### src/sorted_key_table_core_defines.svh
// Assertion macros shared by the sorted key table RTL
`ifndef SORTED_KEY_TABLE_CORE_DEFINES_SVH
`define SORTED_KEY_TABLE_CORE_DEFINES_SVH

// Same-cycle implication, sampled on clk, off while arst_n is low
`define SKT_ASSERT_IMP(lbl, ante, cons, msg) \
	lbl: assert property (@(posedge clk) disable iff (!arst_n) (ante) |-> (cons)) else $error(msg);

// Next-cycle implication, sampled on clk, off while arst_n is low
`define SKT_ASSERT_NXT(lbl, ante, cons, msg) \
	lbl: assert property (@(posedge clk) disable iff (!arst_n) (ante) |=> (cons)) else $error(msg);

`endif

### src/skt_pkg.sv
// Shared constants, types and helpers for the sorted key table
`default_nettype none

package skt_pkg;

	localparam int CAPACITY = 256;
	localparam int KEY_BITS = 32;
	localparam int VAL_BITS = 64;
	localparam int CNT_W    = $clog2(CAPACITY + 1);
	// OR-tree fan-in of the first reduction stage
	localparam int GROUP    = 16;
	localparam int NGROUP   = (CAPACITY + GROUP - 1) / GROUP;

	typedef logic [KEY_BITS-1:0] key_t;
	typedef logic [VAL_BITS-1:0] val_t;
	typedef logic [CNT_W-1:0]    cnt_t;

	typedef enum logic [1:0] {
		REQ_INSERT = 2'd0,
		REQ_LOOKUP = 2'd1,
		REQ_REMOVE = 2'd2
	} req_t;

	typedef enum logic [2:0] {
		ST_IDLE,
		ST_CMP,
		ST_RED1,
		ST_RED2,
		ST_APPLY
	} state_t;

	// Broadcast control to every cell of the chain
	typedef struct packed {
		logic cmp;  // latch compare flags against the request key
		logic ins;  // insert shift: take new pair or left neighbour
		logic rm;   // remove shift: take right neighbour
	} cell_ctl_t;

	// Key as stored: low KEY_BITS bits of the bus key, zero-extended if wider
	function automatic key_t key_trim(input logic [31:0] k);
		return key_t'(k);
	endfunction

endpackage

`default_nettype wire

### src/skt_cell.sv
// One table slot: key/value pair, compare flags and neighbour shift
`default_nettype none

module skt_cell (
	input  wire                logic  clk,
	input  wire                logic  arst_n,
	input  skt_pkg::cell_ctl_t        ctl,
	input  wire                logic  valid,
	input  skt_pkg::key_t             req_key,
	input  skt_pkg::val_t             req_val,
	input  skt_pkg::key_t             left_key,
	input  skt_pkg::val_t             left_val,
	input  wire                logic  left_lt,
	input  wire                logic  left_eq,
	input  skt_pkg::key_t             right_key,
	input  skt_pkg::val_t             right_val,
	output skt_pkg::key_t             key,
	output skt_pkg::val_t             value,
	output logic                      lt,
	output logic                      eq,
	output logic                      hit
);

	skt_pkg::key_t key_q;
	skt_pkg::val_t value_q;
	skt_pkg::key_t key_d;
	skt_pkg::val_t value_d;
	logic          lt_q;
	logic          eq_q;

	// Next pair: hold, take new pair, shift up from left or down from right
	always_comb begin
		key_d   = key_q;
		value_d = value_q;
		if (ctl.ins && !lt_q) begin
			if (left_lt) begin
				key_d   = req_key;
				value_d = req_val;
			end else begin
				key_d   = left_key;
				value_d = left_val;
			end
		end else if (ctl.rm && !lt_q) begin
			key_d   = right_key;
			value_d = right_val;
		end
	end

	// Pair storage, undefined until written
	always_ff @(posedge clk) begin
		key_q   <= key_d;
		value_q <= value_d;
	end

	// Compare flags against the request key
	always_ff @(posedge clk or negedge arst_n) begin
		if (!arst_n) begin
			lt_q <= 1'b0;
			eq_q <= 1'b0;
		end else if (ctl.cmp) begin
			lt_q <= valid && (key_q < req_key);
			eq_q <= valid && (key_q == req_key);
		end
	end

	assign key   = key_q;
	assign value = value_q;
	assign lt    = lt_q;
	assign eq    = eq_q;
	// first equal key: equal keys sit together, so the left one differs
	assign hit   = eq_q && !left_eq;

endmodule

`default_nettype wire

### config.mk
export PLATFORM = sky130hd
export DESIGN_NAME = skt_cell
export DESIGN_NICKNAME = d
export VERILOG_FILES = /design/src/sorted_key_table_core_defines.svh /design/src/skt_pkg.sv /design/src/skt_cell.sv
export SDC_FILE = /design/constraint.sdc
export NUM_CORES = 1
export LEC_CHECK = 0
export BUFFER_PORTS_ARGS = -buffer_cell sky130_fd_sc_hd__buf_2
export CAP_MARGIN = 0
export CORE_MARGIN = 2
export CORE_UTILIZATION = 25
export CTS_CLUSTER_DIAMETER = 200
export DETAILED_ROUTE_END_ITERATION = 10
export PLACE_DENSITY_LB_ADDON = 0.12
export SYNTH_ARGS = -nofsm -noshare
export SYNTH_HDL_FRONTEND = slang
export SYNTH_SLANG_ARGS = --single-unit
### constraint.sdc
create_clock -name clk -period 4.7 [get_ports clk]
set_input_delay 0.705 -clock clk [delete_from_list [all_inputs] [get_ports clk]]
set_output_delay 0.705 -clock clk [all_outputs]
set_load 0.02 [all_outputs]
==> results.cfg, run 1 <==
[placement]
dpl_cell_area_um2 = 7980
gp_congestion = 0.751
dpl.cell_count = 1190
place_ws_ns = 2.20
hpwl_um = 15200
portBuffers = 394

[die]
ios = 395
die_area_um2 = 24200
rows = 55
die_height_um = 156
die_x_um = 156
core_um2 = 22600
initial_core_util = 0.254

[global_routing]
grt_pass1_vias = 5050
grt_pass1_wl_um = 27600
antenna_found_initial = 0
track_usage = 0.151
grt_max_degree = 103
grt_overflow = 0

[clock_network]
cts.sinks = 98
clk_pin_slew_ns = 0.08
clk_latency_ns = 0.35
cts_post_setup_buffers_inserted = 0
cts.htree.levels = 3
holdBufCountCts = 0
cts_tree = built
max-clock-path-buffers = 2
cts_resized = 0
root_buffer = clkbuf_16
cts_inserted_buffers = 9

[routing]
drt_wl_total_um = 19200
dr.pass1.iters = 4
vias = 5218
drc = 0
vias_per_cell = 4.33
wl_per_cell_um = 15.9
ant_nets = 0
drtIter0Drc = 211

[pwr]
powerDensity_nw_per_um2 = 341
ir_worst_vdd_mv = 0.176
p_leak_nw = 4.22

[timing]
tightest_slew_ns = 0.973
min_period_ns = 2.32
setup_slack_ns = 2.38
hold_viol_final = 0
slew_viol_final = 0
clock_skew_ns = 0.0143
timing.final.crit_share = 0.494
setup_tns_ns = 0
relSlewSlack = 0.351
rsz0062_at_grt = false
fmax_ghz = 0.431
setup_viol = 0

[logic_synthesis]
synthCells = 539
synthTopCellsByCount = nand2_1, edfxtp_1, mux2i_1, o21ai_1, inv_1
syn_avg_cell_area_um2 = 10.7
synthDistinctLibCells = 32
ys.flop_type = edfxtp_1
synth_edf_count = 96
yosysTopAreaCellShare = 0.502
synth-seq-area-share = 0.511
ys_warn_count = 0
async_flop_share = 0.0204
synth_nets = 867
yosysMostFrequentCell = nand2_1
synth_seq_cells = 98
synth_area_leaders = edfxtp_1, mux2i_1, ha_1, o21ai_1, nand2_1
synthesis.area_um2 = 5740
synth_top_cell_by_area = edfxtp_1

[final_layout]
antenna_cells = 0
final_cells = 1206
final_layout_size_suffix_gt1_frac = 0.453
area_growth_pct = 44.2
register_area_um2 = 2930
fin_nets = 1244
fin_area_um2 = 8280
multiInputGateArea_um2 = 2550
final_core_util = 0.367
fillers = 2363

[status]
outcome = finished clean

[worst_hold_path]
holdCritPathClass = input port to async pin

[flow_run]
drv_cap = 0

[critical_path]
cp.arrival_ns = 2.40
critPathMaxFanout = 102
path_class = flop to flop
required_ns = 4.78
cp-end-kind = flop
startpoint_type = flop
cells by family (layout without fill, tap and decap cells):
logic type,count (synthesis),count (layout),share of synthesized area
multiplexers,96,96,0.167
AO/OA/AOI/OAI,123,123,0.115
buffers and inverters,65,447,0.0486
AND/OR/NAND/NOR,125,125,0.0884
flip-flops,98,98,0.511
adder cells (fa/ha/maj),32,32,0.0697
state kept, by name, summed over array words and instances, names as in the netlist:
| name | count |
|---|---|
| lt | 1 |
| value | 64 |
| eq | 1 |
| key | 32 |
per-layer routing:
layer / GRT usage / routed length [µm] / vias up
li1: - / - / 2701
met1: 0.176 / 7680 / 2264
met2: 0.273 / 9760 / 237
met3: 0.0386 / 1410 / 16
met4: 0.0441 / 335 / 0
met5: 0 / 0 / -
final timing paths:
check,from,end,slack [ns],cells past startpoint
setup / recovery,lt,value[7],2.38,3
hold / removal,arst_n,eq,0.15,1
setup reg to reg,lt,value[7],2.38,3
hold reg to reg,eq,eq,0.60,1
max in group asynchronous,arst_n,lt,4.44,1
min in group clk,eq,eq,0.60,1
area by class of cell:
| class | count | area share |
|---|---|---|
| clock buffer | 9 | 0.0272 |
| inverter | 33 | 0.0150 |
| multi-input combinational | 376 | 0.308 |
| tap | 285 | 0.0431 |
| timing repair buffer | 398 | 0.244 |
| clock inverter | 7 | 0.00921 |
| sequential | 98 | 0.354 |
layout by cell type, fill, tap and decap left out, drive strengths merged:
master and n:
nor4 1, nand2b 1, a211oi 1, o2bb2ai 1
nor2b 2, a211o 1, nor3 1, nand4 6
a2111oi 1, ha 32, a32o 1, buf 398
a21oi 12, dfrtp 2, a21boi 1, nand3 4
a21o 3, clkbuf 9, inv 36, nor2 5
o21ai 98, o311ai 1, edfxtp 96, bufinv 1
and2 1, o211ai 1, clkinv 3, nand2 104
o21a 1, mux2i 96, a22o 1
metrics by stage:
stage / hold WS (ns) / power [mW]
6_report: 0.152 / 2.83
4_1_cts: 0.133 / 2.88
2_1_floorplan: 0.409 / 1.72
5_1_grt: 0.128 / 3.00
3_5_place_dp: 0.512 / 2.09
3_3_place_gp: 0.515 / 2.09
where the power goes:
part / total [mW] / switching, mW / internal [mW]
combinational: 0.849 / 0.531 / 0.318
clock: 0.778 / 0.358 / 0.420
sequential: 1.20 / 0.0500 / 1.15
total: 2.83 / 0.939 / 1.89
worst max-delay path: stages, from the launching register on:
cell and delay, ns:
dfrtp_1 0.54, nand2b_4 0.79, buf_12 0.39, o21ai_0 0.17
Note: power is estimated with default switching activity, not from simulation.
==> run 2, diff against run 1 <==
- clock period: 4.7 -> 2.19 ns (I/O delays scaled with it)
==> run 2 against run 1 <==
  * Wire length is 0.16% higher
  * Worst setup slack got worse by 2.1 ns
  * Clock skew is 0.0065 ns lower
  * Global-route usage is 0.42 points higher
  * Maximum frequency is 22% higher
  * Register-to-register slack worse by 2.1 ns
  * Via count is 1.6% higher
  * First-iteration DRC count grew 7.6%
  * Final area grew 1.5%
  * Non-clock buffer count is 6 higher
  * Largest cell class unchanged
  * Largest power group unchanged
==> results.cfg, run 2 (synthesized netlist as in run 1, its figures left out) <==
[timing]
relSlewSlack = 0.704
tightest_slew_ns = 0.443
clock_skew_ns = 0.00778
min_period_ns = 1.91
setup_slack_ns = 0.283
timing.final.crit_share = 0.871
setup_viol = 0
hold_viol_final = 0
rsz0062_at_grt = false
fmax_ghz = 0.525
timing.hold.ws_ns = 0.251
slew_viol_final = 0

[final_layout]
final_layout_size_suffix_gt1_frac = 0.456
mostFrequentLayoutCells = buf_2, nand2_1, mux2i_1, edfxtp_1, o21ai_1
largest_reg_flops = 64
final_common_cell = buf_2
final_cells = 1213
area_growth_pct = 46.3
fin_nets = 1250

[clock_network]
max-clock-path-buffers = 2
cts_post_setup_buffers_inserted = 0
clk_pin_slew_ns = 0.07
root_buffer = clkbuf_16
cts.sinks = 98
clk_latency_ns = 0.35
cts_tree = built
cts_inserted_buffers = 9
cts.htree.levels = 3

[routing]
ant_nets = 0
dr_wl_met3_um = 1250
vias_per_cell = 4.37
dr_wl_met2_um = 10100
wl_per_cell_um = 15.8
top_layer = met4
met1_length_um = 7380
drtIter0Drc = 227
drc = 0
drt_wl_total_um = 19200
dr.pass1.iters = 4
vias = 5300

[die]
initial_core_util = 0.254
die_x_um = 156
rows = 55
ios = 395
die_height_um = 156
core_um2 = 22600
die_area_um2 = 24200

[critical_path]
crit_chain = ha_1 -> nand4_1 -> nor4_1 -> a21boi_1 -> o311ai_1 -> a22o_1
startpoint_type = flop
critPathMaxStageDelay_ns = 0.41
cp.arrival_ns = 2.14
slowest_stage = edfxtp_1
path_class = flop to flop
critPathMaxFanout = 3
cp-end-kind = flop
required_ns = 2.42

[placement]
place_ws_ns = 0.189
gp_congestion = 0.785
hpwl_um = 15500
portBuffers = 394
dpl.cell_count = 1195

[pwr]
p_leak_nw = 4.27
ir_worst_vdd_mv = 0.299
powerDensity_nw_per_um2 = 734

[status]
outcome = finished clean

[global_routing]
grt_pass1_wl_um = 28600
antenna_found_initial = 1
grt_overflow = 0
grt_max_degree = 105
grt_pass1_vias = 5310
track_usage = 0.155

[flow_run]
drv_cap = 0

[worst_hold_path]
holdCritPathClass = input port to flop
==> run 2: final cells by class <==
class	count	area [µm²]
diodes	1	2.50
well taps	285	357
fillers	2370	14200
clock inverters	6	91.3
multi-input cells	376	2550
flip-flops and latches	98	2930
repair buffers	404	2120
clock buffers	10	229
inverters	33	124
==> run 2: worst paths after layout <==
kind	from	end	slack [ns]	depth (start not counted)
setup reg to reg	key[13]	lt	0.28	6
max in group asynchronous	arst_n	lt	1.75	2
setup / recovery	key[13]	lt	0.28	6
min in group asynchronous	arst_n	lt	0.33	2
hold reg to reg	eq	eq	0.53	1
hold / removal	right_val[5]	value[5]	0.25	3
==> run 2: power breakdown <==
group | total [mW] | switching (mW) | internal [mW] | leakage [nW]
Sequential | 2.57 | 0.102 | 2.47 | 0.986
Clock | 1.74 | 0.729 | 1.01 | 0.157
Combinational | 1.87 | 1.16 | 0.706 | 3.13
==> run 2: repair_timing <==
action                                 in CTS  in global routing
hold buffers                                1                  0
setup endpoints to repair                   0                  0
gates resized for setup                     0                  0
endpoints found under the hold margin       2                  0
==> run 2: worst max-delay path, delay by kind of cell, from the launching register on <==
family                     cells  cell delay [ns]
AOI/OAI and AO/OA              3             0.53
and+or+nand+nor                2             0.54
adders and majority gates      1             0.31
DFF                            1             0.41
==> run 2: metal layers <==
layer  GRT usage  vias up
met5           0        -
met4      0.0581        0
met3      0.0325       23
met2       0.289      230
met1       0.173     2334
li1            -     2713
==> run 2: per-stage QoR <==
step / total power, mW / area [µm²] / utilization / setup TNS, ns
3_5_place_dp: 4.52 / 8070 / 0.358 / 0
5_1_grt: 6.53 / 8400 / 0.372 / 0
3_3_place_gp: 4.52 / 8070 / 0.358 / 0
4_1_cts: 6.30 / 8400 / 0.372 / 0
6_report: 6.17 / 8400 / 0.372 / 0
2_1_floorplan: 3.69 / 5750 / - / -11.76
